$ cat src/rtl/mcwd_pkg.sv
`timescale 1ns / 1ps
// Shared types and constants for the multi-channel watchdog monitor.
// No dependencies; used by every module of the block except mcwd_ram.

package mcwd_pkg;

    // Request codes as they arrive in the request kind field.
    localparam logic [2:0] REQ_ADD_TIMEOUT = 3'd0;
    localparam logic [2:0] REQ_KICK        = 3'd1;
    localparam logic [2:0] REQ_ADD_RETRY   = 3'd2;
    localparam logic [2:0] REQ_RETRY_INC   = 3'd3;
    localparam logic [2:0] REQ_RETRY_CLR   = 3'd4;
    localparam logic [2:0] REQ_TICK        = 3'd5;

    // Result status codes.
    localparam logic [1:0] ST_DONE    = 2'd0;
    localparam logic [1:0] ST_FULL    = 2'd1;
    localparam logic [1:0] ST_IGNORED = 2'd2;

    // Channel modes.
    localparam logic MODE_TIMEOUT = 1'b0;
    localparam logic MODE_RETRY   = 1'b1;

    // Depth of the command queue between front and back.
    localparam int QDEPTH = 2;

    typedef enum logic [2:0] {
        OP_ADD_TIMEOUT,
        OP_KICK,
        OP_ADD_RETRY,
        OP_RETRY_INC,
        OP_RETRY_CLR,
        OP_TICK,
        OP_BAD
    } t_op;

    typedef struct packed {
        t_op         op;
        logic [3:0]  channel;
        logic [31:0] limit;
    } t_cmd;

    // One channel table entry; value is the start time of a timeout channel
    // or the retry count of a retry channel.
    typedef struct packed {
        logic        mode;
        logic [31:0] limit;
        logic [31:0] value;
    } t_entry;

    typedef struct packed {
        logic [1:0] status;
        logic [3:0] new_channel;
        logic       reboot;
    } t_result;

endpackage

$ cat src/rtl/mcwd_ram.sv
`timescale 1ns / 1ps
// Generic simple dual-port RAM: one write port, one read port, registered read.
// No dependencies.

module mcwd_ram #(
    parameter int WIDTH = 8,
    parameter int DEPTH = 16
) (
    input  logic                                      i_clk,
    input  logic                                      i_we,
    input  logic [((DEPTH > 1) ? $clog2(DEPTH) : 1)-1:0] i_waddr,
    input  logic [WIDTH-1:0]                          i_wdata,
    input  logic                                      i_re,
    input  logic [((DEPTH > 1) ? $clog2(DEPTH) : 1)-1:0] i_raddr,
    output logic [WIDTH-1:0]                          o_rdata
);

    logic [WIDTH-1:0] r_mem [DEPTH];
    logic [WIDTH-1:0] r_rdata;

    always_ff @(posedge i_clk) begin
        if (i_we) begin
            r_mem[i_waddr] <= i_wdata;
        end
        if (i_re) begin
            r_rdata <= r_mem[i_raddr];
        end
    end

    assign o_rdata = r_rdata;

endmodule

$ cat src/rtl/mcwd_front.sv
`timescale 1ns / 1ps
// Front end: accepts requests, classifies them into operations and queues them.
// Depends on mcwd_pkg.

module mcwd_front (
    input  logic             i_clk,
    input  logic             i_rst_n,
    input  logic             i_req_valid,
    output logic             o_req_ready,
    input  logic [2:0]       i_req_type,
    input  logic [3:0]       i_channel,
    input  logic [31:0]      i_limit,
    output logic             o_cmd_valid,
    input  logic             i_cmd_ready,
    output mcwd_pkg::t_cmd   o_cmd
);

    localparam int PW = (mcwd_pkg::QDEPTH > 1) ? $clog2(mcwd_pkg::QDEPTH) : 1;
    localparam int NW = $clog2(mcwd_pkg::QDEPTH + 1);

    mcwd_pkg::t_cmd r_q [mcwd_pkg::QDEPTH];
    logic [PW-1:0]  r_wptr, r_rptr;
    logic [NW-1:0]  r_count;
    mcwd_pkg::t_cmd cmd_in;
    logic           push, pop;

    function automatic mcwd_pkg::t_op decode(input logic [2:0] req);
        mcwd_pkg::t_op op;
        case (req)
            mcwd_pkg::REQ_ADD_TIMEOUT: op = mcwd_pkg::OP_ADD_TIMEOUT;
            mcwd_pkg::REQ_KICK:        op = mcwd_pkg::OP_KICK;
            mcwd_pkg::REQ_ADD_RETRY:   op = mcwd_pkg::OP_ADD_RETRY;
            mcwd_pkg::REQ_RETRY_INC:   op = mcwd_pkg::OP_RETRY_INC;
            mcwd_pkg::REQ_RETRY_CLR:   op = mcwd_pkg::OP_RETRY_CLR;
            mcwd_pkg::REQ_TICK:        op = mcwd_pkg::OP_TICK;
            default:                   op = mcwd_pkg::OP_BAD;
        endcase
        return op;
    endfunction

    always_comb begin
        cmd_in.op      = decode(i_req_type);
        cmd_in.channel = i_channel;
        cmd_in.limit   = i_limit;
    end

    assign o_req_ready = (r_count != NW'(mcwd_pkg::QDEPTH));
    assign o_cmd_valid = (r_count != '0);
    assign o_cmd       = r_q[r_rptr];
    assign push        = i_req_valid && o_req_ready;
    assign pop         = o_cmd_valid && i_cmd_ready;

    always_ff @(posedge i_clk) begin
        if (push) begin
            r_q[r_wptr] <= cmd_in;
        end
        if (!i_rst_n) begin
            r_wptr  <= '0;
            r_rptr  <= '0;
            r_count <= '0;
        end else begin
            if (push) begin
                r_wptr <= (r_wptr == PW'(mcwd_pkg::QDEPTH - 1)) ? '0 : r_wptr + 1'b1;
            end
            if (pop) begin
                r_rptr <= (r_rptr == PW'(mcwd_pkg::QDEPTH - 1)) ? '0 : r_rptr + 1'b1;
            end
            if (push && !pop) begin
                r_count <= r_count + 1'b1;
            end else if (pop && !push) begin
                r_count <= r_count - 1'b1;
            end
        end
    end

endmodule

$ cat src/rtl/mcwd_back.sv
`timescale 1ns / 1ps
// Back end: executes queued operations against the channel table RAM,
// keeps the time counter and fill count, and holds the result register.
// Depends on mcwd_pkg and mcwd_ram.

module mcwd_back #(
    parameter int CHANNELS = 16
) (
    input  logic              i_clk,
    input  logic              i_rst_n,
    input  logic              i_cmd_valid,
    output logic              o_cmd_ready,
    input  mcwd_pkg::t_cmd    i_cmd,
    output logic              o_out_valid,
    input  logic              i_out_ready,
    output mcwd_pkg::t_result o_out
);

    localparam int AW = (CHANNELS > 1) ? $clog2(CHANNELS) : 1;
    localparam int CW = $clog2(CHANNELS + 1);
    localparam int IW = (CW > 4) ? CW : 4;
    localparam int EW = $bits(mcwd_pkg::t_entry);

    typedef enum logic [1:0] {S_IDLE, S_ACCESS, S_SCAN} t_state;

    t_state            r_state, n_state;
    logic [31:0]       r_now, n_now;
    logic [CW-1:0]     r_used, n_used;
    logic [CW-1:0]     r_idx, n_idx;
    logic [AW-1:0]     r_addr, n_addr;
    mcwd_pkg::t_op     r_op, n_op;
    logic              r_reboot, n_reboot;
    logic              r_out_valid, n_out_valid;
    mcwd_pkg::t_result r_out, n_out;

    logic              we, re;
    logic [AW-1:0]     waddr, raddr;
    mcwd_pkg::t_entry  wentry, rentry;
    logic [EW-1:0]     rdata;

    logic [IW-1:0]     ch_ext, used_ext;
    logic              take, out_free, is_full;
    logic              want_mode, wrapped, expired, scan_hit;
    logic [31:0]       elapsed, retry_next;

    mcwd_ram #(
        .WIDTH (EW),
        .DEPTH (CHANNELS)
    ) u_table (
        .i_clk   (i_clk),
        .i_we    (we),
        .i_waddr (waddr),
        .i_wdata (wentry),
        .i_re    (re),
        .i_raddr (raddr),
        .o_rdata (rdata)
    );

    assign rentry   = mcwd_pkg::t_entry'(rdata);
    assign ch_ext   = IW'(i_cmd.channel);
    assign used_ext = IW'(r_used);
    assign is_full  = (r_used == CW'(CHANNELS));
    assign out_free = !r_out_valid || i_out_ready;
    assign take     = (r_state == S_IDLE) && i_cmd_valid && out_free;

    assign o_cmd_ready = take;
    assign o_out_valid = r_out_valid;
    assign o_out       = r_out;

    // Per-entry tick check: restart on wrap, flag when elapsed exceeds limit.
    assign elapsed  = r_now - rentry.value;
    assign wrapped  = (rentry.mode == mcwd_pkg::MODE_TIMEOUT) && (r_now < rentry.value);
    assign expired  = (rentry.mode == mcwd_pkg::MODE_TIMEOUT) && !wrapped
                      && (elapsed > rentry.limit);
    assign scan_hit = r_reboot || expired;

    assign retry_next = (rentry.value == '1) ? rentry.value : rentry.value + 32'd1;
    assign want_mode  = (r_op == mcwd_pkg::OP_KICK) ? mcwd_pkg::MODE_TIMEOUT
                                                    : mcwd_pkg::MODE_RETRY;

    always_comb begin
        n_state     = r_state;
        n_now       = r_now;
        n_used      = r_used;
        n_idx       = r_idx;
        n_addr      = r_addr;
        n_op        = r_op;
        n_reboot    = r_reboot;
        n_out_valid = r_out_valid && !i_out_ready;
        n_out       = r_out;
        we          = 1'b0;
        re          = 1'b0;
        waddr       = r_addr;
        raddr       = r_addr;
        wentry      = rentry;

        case (r_state)
            S_IDLE: begin
                if (take) begin
                    n_out = '{status: mcwd_pkg::ST_DONE, new_channel: 4'd0, reboot: 1'b0};
                    case (i_cmd.op)
                        mcwd_pkg::OP_ADD_TIMEOUT, mcwd_pkg::OP_ADD_RETRY: begin
                            n_out_valid = 1'b1;
                            if (is_full) begin
                                n_out.status = mcwd_pkg::ST_FULL;
                            end else begin
                                we           = 1'b1;
                                waddr        = r_used[AW-1:0];
                                wentry.limit = i_cmd.limit;
                                if (i_cmd.op == mcwd_pkg::OP_ADD_TIMEOUT) begin
                                    wentry.mode  = mcwd_pkg::MODE_TIMEOUT;
                                    wentry.value = r_now;
                                end else begin
                                    wentry.mode  = mcwd_pkg::MODE_RETRY;
                                    wentry.value = '0;
                                end
                                n_used            = r_used + 1'b1;
                                n_out.new_channel = used_ext[3:0];
                            end
                        end
                        mcwd_pkg::OP_KICK, mcwd_pkg::OP_RETRY_INC,
                        mcwd_pkg::OP_RETRY_CLR: begin
                            if (ch_ext < used_ext) begin
                                re      = 1'b1;
                                raddr   = ch_ext[AW-1:0];
                                n_addr  = ch_ext[AW-1:0];
                                n_op    = i_cmd.op;
                                n_state = S_ACCESS;
                            end else begin
                                n_out_valid  = 1'b1;
                                n_out.status = mcwd_pkg::ST_IGNORED;
                            end
                        end
                        mcwd_pkg::OP_TICK: begin
                            // Advance time first; the scan sees the new value.
                            n_now = r_now + 32'd1;
                            if (r_used == '0) begin
                                n_out_valid = 1'b1;
                            end else begin
                                re       = 1'b1;
                                raddr    = '0;
                                n_addr   = '0;
                                n_idx    = CW'(1);
                                n_reboot = 1'b0;
                                n_state  = S_SCAN;
                            end
                        end
                        default: begin
                            n_out_valid  = 1'b1;
                            n_out.status = mcwd_pkg::ST_IGNORED;
                        end
                    endcase
                end
            end
            S_ACCESS: begin
                n_out_valid = 1'b1;
                n_state     = S_IDLE;
                if (rentry.mode != want_mode) begin
                    n_out.status = mcwd_pkg::ST_IGNORED;
                end else begin
                    we = 1'b1;
                    case (r_op)
                        mcwd_pkg::OP_KICK: wentry.value = r_now;
                        mcwd_pkg::OP_RETRY_INC: begin
                            wentry.value = retry_next;
                            n_out.reboot = (retry_next >= rentry.limit);
                        end
                        default: wentry.value = '0;
                    endcase
                end
            end
            S_SCAN: begin
                if (wrapped) begin
                    we           = 1'b1;
                    wentry.value = r_now;
                end
                if (r_idx == r_used) begin
                    n_out_valid  = 1'b1;
                    n_out.reboot = scan_hit;
                    n_state      = S_IDLE;
                end else begin
                    re       = 1'b1;
                    raddr    = r_idx[AW-1:0];
                    n_addr   = r_idx[AW-1:0];
                    n_idx    = r_idx + 1'b1;
                    n_reboot = scan_hit;
                end
            end
            default: n_state = S_IDLE;
        endcase
    end

    always_ff @(posedge i_clk) begin
        r_idx    <= n_idx;
        r_addr   <= n_addr;
        r_op     <= n_op;
        r_reboot <= n_reboot;
        r_out    <= n_out;
        if (!i_rst_n) begin
            r_state     <= S_IDLE;
            r_now       <= '0;
            r_used      <= '0;
            r_out_valid <= 1'b0;
        end else begin
            r_state     <= n_state;
            r_now       <= n_now;
            r_used      <= n_used;
            r_out_valid <= n_out_valid;
        end
    end

endmodule

$ cat src/rtl/multi_channel_watchdog_monitor.sv
`timescale 1ns / 1ps
// Multi-channel watchdog monitor, top level.
// Depends on mcwd_pkg, mcwd_front, mcwd_back (and mcwd_ram through it).

// Each request on the slave stream gives exactly one result on the master
// stream, in order. Channels are allocated in order from index 0 and never
// freed; a timeout channel is restarted by a kick, a retry channel counts
// increments against its limit. A request is decoded combinationally into a
// two-entry command queue, so the input can take up to two requests while a
// result waits. The back end answers an add, an unknown request or a request
// to an unallocated channel straight from idle; a kick, retry increment or
// retry clear goes through a table read, then an update; a tick reads every
// allocated channel through the table's single read port, one per cycle, and
// the back end takes no new request until that scan is done.
// The channel table needs no clearing after reset; only allocated entries are
// ever read.

module multi_channel_watchdog_monitor #(
    parameter int CHANNELS = 16
) (
    input  logic        i_clk,
    input  logic        i_rst_n,
    // Request stream
    input  logic        i_s_tvalid,
    output logic        o_s_tready,
    input  logic [39:0] i_s_tdata,   // [3:0] channel, [35:4] limit, [39:36] zero
    input  logic [2:0]  i_s_tuser,   // [2:0] req_type
    // Result stream
    output logic        o_m_tvalid,
    input  logic        i_m_tready,
    output logic [7:0]  o_m_tdata,   // [3:0] new_channel, [4] reboot, [7:5] zero
    output logic [1:0]  o_m_tuser    // [1:0] status
);

    logic              cmd_valid, cmd_ready;
    mcwd_pkg::t_cmd    cmd;
    mcwd_pkg::t_result result;

    // Classify requests and hold them in the queue.
    mcwd_front u_front (
        .i_clk       (i_clk),
        .i_rst_n     (i_rst_n),
        .i_req_valid (i_s_tvalid),
        .o_req_ready (o_s_tready),
        .i_req_type  (i_s_tuser),
        .i_channel   (i_s_tdata[3:0]),
        .i_limit     (i_s_tdata[35:4]),
        .o_cmd_valid (cmd_valid),
        .i_cmd_ready (cmd_ready),
        .o_cmd       (cmd)
    );

    // Execute against the table and register the result.
    mcwd_back #(
        .CHANNELS (CHANNELS)
    ) u_back (
        .i_clk       (i_clk),
        .i_rst_n     (i_rst_n),
        .i_cmd_valid (cmd_valid),
        .o_cmd_ready (cmd_ready),
        .i_cmd       (cmd),
        .o_out_valid (o_m_tvalid),
        .i_out_ready (i_m_tready),
        .o_out       (result)
    );

    // Pack the result; pad bits stay zero.
    assign o_m_tdata = {3'b000, result.reboot, result.new_channel};
    assign o_m_tuser = result.status;

endmodule

$ cat config.mk
export PLATFORM = sky130hd
export DESIGN_NAME = multi_channel_watchdog_monitor
export DESIGN_NICKNAME = d
export VERILOG_FILES = /design/src/rtl/mcwd_pkg.sv /design/src/rtl/mcwd_ram.sv /design/src/rtl/mcwd_front.sv /design/src/rtl/mcwd_back.sv /design/src/rtl/multi_channel_watchdog_monitor.sv
export SDC_FILE = /design/constraint.sdc
export NUM_CORES = 2
export LEC_CHECK = 0
export BUFFER_PORTS_ARGS = -buffer_cell sky130_fd_sc_hd__buf_2
export CELL_PAD_IN_SITES_DETAIL_PLACEMENT = 0
export CELL_PAD_IN_SITES_GLOBAL_PLACEMENT = 2
export CORE_ASPECT_RATIO = 0.5
export CORE_UTILIZATION = 47
export CTS_CLUSTER_DIAMETER = 50
export DETAILED_ROUTE_END_ITERATION = 12
export PLACE_DENSITY = 0.8
export SETUP_SLACK_MARGIN = 0.02
export SYNTH_ARGS = -nofsm -noshare
export SYNTH_HDL_FRONTEND = slang
export SYNTH_SLANG_ARGS = --single-unit
$ cat constraint.sdc
create_clock -name i_clk -period 8.7 [get_ports i_clk]
set_clock_uncertainty 0.15 [all_clocks]
set_input_delay 0 -clock i_clk [delete_from_list [all_inputs] [get_ports i_clk]]
set_output_delay 0 -clock i_clk [all_outputs]
set_load 0.02 [all_outputs]
**Yosys cells after proc, flatten, opt, wreduce, memory -nomap -nowiden**

Memories as Yosys holds them, arrays and structs flattened. A register that Yosys moved wholly into a read port is not among the register bits.
Index checks and enable logic that the tools add are counted.

- Word-level logic and storage cells: 178
- Bits in registers: 64
- Memory bits (writable): 1118
- Output and inout port bits: 12
- Memories kept: 2
- Bits of input ports: 47

- Bitwise gates (word level): 3
- Multiplexer cells: 79
- Order comparisons: 4
- Reduce and logical (&&, ||, !) cells: 37
- Equality and inequality tests: 30
- Add/sub/neg operators: 9

Memory list:

| name | words | bits a word | rd ports | clocked after Yosys merged registers in | wr ports | RTL line | source |
|---|---|---|---|---|---|---|---|
| u_back.u_table.r_mem | 16 | 65 | 1 | 1 | 1 | mcwd_ram.sv:18 | `logic [WIDTH-1:0] r_mem [DEPTH];` |
| u_front.r_q | 2 | 39 | 1 | 1 | 1 | mcwd_front.sv:21 | `mcwd_pkg::t_cmd r_q [mcwd_pkg::QDEPTH];` |

Operators with widths:

| cell | count |
|---|---|
| $mux 65 | 3 |
| $mux 32 | 4 |
| $pmux 32 s3 | 1 |
| $add 32x1->32 const B | 2 |
| $pmux 32 s2 | 1 |
| $mux 4 | 10 |
| $mux 33 | 1 |
| $eq 32x32->1 const B | 1 |
| $ge 32x32->1 | 1 |
| $gt 32x32->1 | 1 |
| $lt 32x32->1 | 1 |
| $sub 32x32->32 | 1 |
| $mux 1 | 31 |
| $mux 5 | 4 |
| $pmux 3 s6 | 1 |
| $mux 2 | 8 |
| $pmux 4 s2 | 2 |
| $eq 3x2->1 const B | 5 |
| $reduce_and 5->1 | 3 |
| $ne 2x2->1 const B | 7 |
| $eq 3x3->1 const B | 4 |
| $pmux 2 s2 | 3 |
| $add 5x1->5 const B | 2 |
| $logic_and 1x1->1 | 10 |
| 30 further kinds | 55 |

**Depth between registers and ports, before layout**

- Depth after elaboration: 8
- Depth in mapped cells: 22
- Mapped depth without buffers: 22

**Modules after synthesis**

From an unflattened synthesis, not the netlist that was laid out.

- Cell total of the unflattened synthesis: 3054
- Area, all modules: 52888.2 um^2

Modules (own cells, without submodules):

| module | area each (um^2) | times used | cells an instance | seq. area each (um^2) |
|---|---|---|---|---|
| mcwd_ram | 40894.2 | 1 | 1673 | 33181.8 |
| mcwd_back | 8902.3 | 1 | 1229 | 1361.3 |
| mcwd_front | 3065.4 | 1 | 148 | 2442.3 |
| multi_channel_watchdog_monitor | 26.3 | 1 | 4 | 0.0 |

**Worst setup path before layout**

No wires, ideal clock.

- Path type: register -> register
- From: register u_back.u_table.r_rdata[2] (netlist: u_back.u_table.o_rdata[2]) (read register of u_back.u_table.r_mem)
- To: memory u_back.u_table.r_mem[15][0] in the netlist's numbering, enable pin
- Arrival time: 7.152 ns
- Path buffers: 2
- Required time: 7.982 ns
- Slack: 0.830 ns
- Period minus slack after synthesis: 7.870 ns
- Cell stages (with the launch flop): 14
- Setup time: 0.568 ns
- Path through: edfxtp_1 > clkbuf_1 > inv_1 > ha_1 > nor2b_1 > o21ai_0 > a21boi_0 > o21a_1 > o31ai_2 > o21a_1 > o211ai_1 > a21o_1 > clkbuf_1 > nor3_1

- Cells in the longest elaborated chain, start to end: 6

Ends and longest elaborated chain:

| item | RTL line | source |
|---|---|---|
| from (decl) | mcwd_ram.sv:19 | `logic [WIDTH-1:0] r_rdata;` |
| $lt 32x32->1 | mcwd_back.sv:72 | `assign wrapped = (rentry.mode == mcwd_pkg::MODE_TIMEOUT) && (r_now < rentry.value);` |
| $logic_and 1x1->1 | mcwd_back.sv:72 |  |
| $mux 1 | mcwd_back.sv:173 | `if (wrapped) begin` |
| $pmux 1 s3 | mcwd_back.sv:97 | `case (r_state)` |
| $mux 1 | mcwd_ram.sv:22 | `if (i_we) begin` |
| $mux 1 (implied by the code) | mcwd_ram.sv:23 | `r_mem[i_waddr] <= i_wdata;` |
| to (decl) | mcwd_ram.sv:18 |  |

Every way passes these cells.

==> run metrics <==
Crit. End Element flop; count leader, synth edfxtp_1; core area 113000 µm²; area leader, netlist edfxtp_1; CTS tree built; TritonRoute pass-1 iters 6; Fmax ~160 MHz; Top delay family on crit path compound AO/OA/AOI/OAI gates; delay of the slowest critical-path stage 0.65 ns; count of nets after finishing 3895; hold crit path type in -> reg; Syn. warnings 0; Post-Route WL 137000 µm; async set-or-reset flop fraction in the synthesized netlist 0%; unrepaired setup endpoints after global routing false; Longest Clk Path Bufs 3; Num CTS Buffers 109; routability cong. around 0.9; DRC Markers 0; Final min period 6.17 ns; number of global-route vias before repair between 30000 and 40000; worst-path cell chain ha_1 > fa_1 > nor2b_1 > o21ai_0 > a21boi_0 > o21a_1 > o31ai_2 > o21a_1 > o31ai_1 > a31oi_1 > xnor2_1 > ha_1 > nand4_1 > nor4_1 > nand4_1 > nor3_1 > a211oi_1 > o221a_2 > o41a_1; Wirelength per Cell 25.7 µm; top cells by count, synth 1199 x edfxtp_1, 553 x mux2i_1, 227 x nand2_1, 200 x a22oi_1, 136 x a21oi_1; relative slew slack 9.04%; largest net degree at the start of global routing 132; antenna violations before repair 4; CTS root buf clkbuf_16; final setup vio count 0; Core Util, Final 53.2%; CP startpoint kind flop; die area 116000 µm²; share of cells above drive strength 1 9.47%; Max Transition Viols Final 0; Die Width 481 µm; drt initial violations around 2900; power density cells 300 nW/µm²; Buffers on Ports 51; Mapped Area 54000 µm²; status finished, final reports clean; area grow syn2layout 11.7%; chip height 242 µm; Final Hold Vio Count 0; routed vias/inst roughly 6; clk slew on worst S/H paths 0.07 ns; worst vdd ir 202 µV; crit path kind reg -> reg; CP Buf/Inv Count 0; peak fanout along the critical path 7; max-cap violation count 0; htree depth 3; first-pass GRT wire length 201000 µm; Netlist cell types 80; ys flop type edfxtp_1; total congestion overflow 0; CP Data Arrival Time 6.46 ns; Routed Antenna Nets 0; CTS Sinks approximately 1200; Worst-Margin Slew 1.36 ns; Lkg Pwr 0.0198 µW; Skew-Pair Late Insertion Delay roughly 0.73 ns; Setup TNS 0 ns; number of I/O pins between 50 and 60; Post-CTS Resized 0; Starting Density 47.6%; number of flops mapped to enable cells by yosys 1199; hold_ws approximately 0.09 ns; main area contributors after synthesis edfxtp_1 67%, mux2i_1 10%, a22oi_1 2.8%; Syn Area/Cell 15.0 µm²; sequential area share after synthesis 68.5%; count of state elements after synthesis 1248; hpwl dp approximately 78000 µm; overall power 18100 µW; Req. time, crit path 8.99 ns; Total GRT Usage between 20% and 30%; final worst path period share 70.9%; Slowest-stage cell, CP nor4_1; num rows 87; Syn Inst Count 3601; Synth top area share 66.7%; Post-CTS Setup Bufs 0; vias 31300
## stage by stage
step	area, µm²	cells	worst slack, ns
global placement	56000	5057	2.70
finish	60300	5348	2.53
global route	60300	5347	2.24
CTS	60300	5345	2.67
detailed placement	56000	5057	2.73
floorplan	54000	3603	0.830
## worst paths after layout
check / startpoint / end / slack (ns) / cells past startpoint
worst min register to register: u_front.r_count[1] / u_front.r_count[1] / 0.39 / 2
worst max-delay path: u_back.u_table.o_rdata[0] / u_back.o_out[0] / 2.53 / 19
worst min-delay path: i_s_tuser[2] / u_front.r_q[1][36] / 0.09 / 3
worst max register to register: u_back.u_table.o_rdata[0] / u_back.o_out[0] / 2.53 / 19
## layout by cell type (no fill, tap or decap), drive strengths merged, types with 6 or more instances in the layout
cell / synthesis / routed
mux2i: 556 / 556
nand2b: 10 / 10
and2: 47 / 47
buf: 113 / 148
a31oi: 13 / 13
clkinvlp: 0 / 6
nor4: 8 / 8
nand4: 29 / 29
a21boi: 6 / 6
a211oi: 10 / 10
a2bb2oi: 33 / 33
o21ai: 109 / 109
nand2: 227 / 227
ha: 109 / 109
o21a: 11 / 11
clkbuf: 93 / 142
o211ai: 9 / 9
xor2: 23 / 23
nor2b: 13 / 13
nor2: 57 / 57
nor3: 48 / 48
edfxtp: 1199 / 1199
clkinv: 0 / 47
xnor2: 81 / 81
a221oi: 70 / 70
a22oi: 200 / 200
a221o: 9 / 9
inv: 101 / 107
a2111oi: 7 / 7
nand3: 102 / 102
dlygate4sd3: 0 / 82
and3: 20 / 20
dfxtp: 49 / 49
a21o: 28 / 28
a21oi: 137 / 137
or3: 11 / 11
## power breakdown
| part | total, µW | internal, µW | switching [µW] |
|---|---|---|---|
| Sequential | 7850 | 7670 | 188 |
| Combinational | 5510 | 1860 | 3650 |
| Clock | 4740 | 2520 | 2210 |
## worst register-to-register path, delay by kind of cell, from the launching register on
kind / cells / cell delay [ns]
and+or+nand+nor: 5 / 1.44
xor gates and xnor gates: 1 / 0.16
DFF: 1 / 0.51
AOI/OAI and AO/OA: 10 / 2.66
adders and majority gates: 3 / 0.97
## sequential cells by signal, indices dropped and copies added (netlist names), named ones only
name                    cells
u_back.r_state              2
u_front.r_wptr              1
u_back.o_out_valid          1
u_back.r_idx                5
u_back.r_used               5
u_back.u_table.o_rdata     65
u_back.r_op                 3
u_back.r_reboot             1
u_back.r_addr               4
u_front.r_rptr              1
u_back.u_table.r_mem     1040
u_back.r_now               32
u_back.o_out                7
u_front.r_count             2
u_front.r_q                78
## per-layer routing
| metal | share of wire (%) | global-route usage, % | wire length (µm) | vias to the layer above |
|---|---|---|---|---|
| li1 | - | - | - | 14300 |
| met1 | 48 | 35.3 | 65400 | 16000 |
| met2 | 45 | 36.0 | 62000 | 842 |
| met3 | 5.7 | 4.04 | 7800 | 154 |
| met4 | 1.6 | 4.55 | 2130 | 2 |
| met5 | 0.0095 | 0 | 13 | - |
## what timing repair did
action | CTS | global route
setup endpoints to repair | 0 | 0
hold buffers | 82 | 0
hold endpoints to repair | 147 | 0
## final cells by class
class | instances | area [µm²]
diodes | 2 | 5.00
clock buffers | 142 | 2890
clock inverters | 64 | 556
fillers | 9160 | 53000
inverters | 101 | 379
multi-input cells | 2048 | 15700
flip-flops and latches | 1248 | 37000
well taps | 1513 | 1890
repair buffers | 230 | 1900
## logic make-up (layout without fill, tap and decap cells)
logic type,count (synthesis),in the layout,share of synthesized area (%)
buffers and inverters,307,537,2.74
xor gates and xnor gates,104,104,1.69
AOI/OAI and AO/OA,681,681,8.77
adders and majority gates,110,110,2.56
and+or+nand+nor,589,589,5.28
DFF,1248,1248,68.5
other,1,5,0.00695
muxes,561,561,10.4
Note: power is estimated with default switching activity, not from simulation.
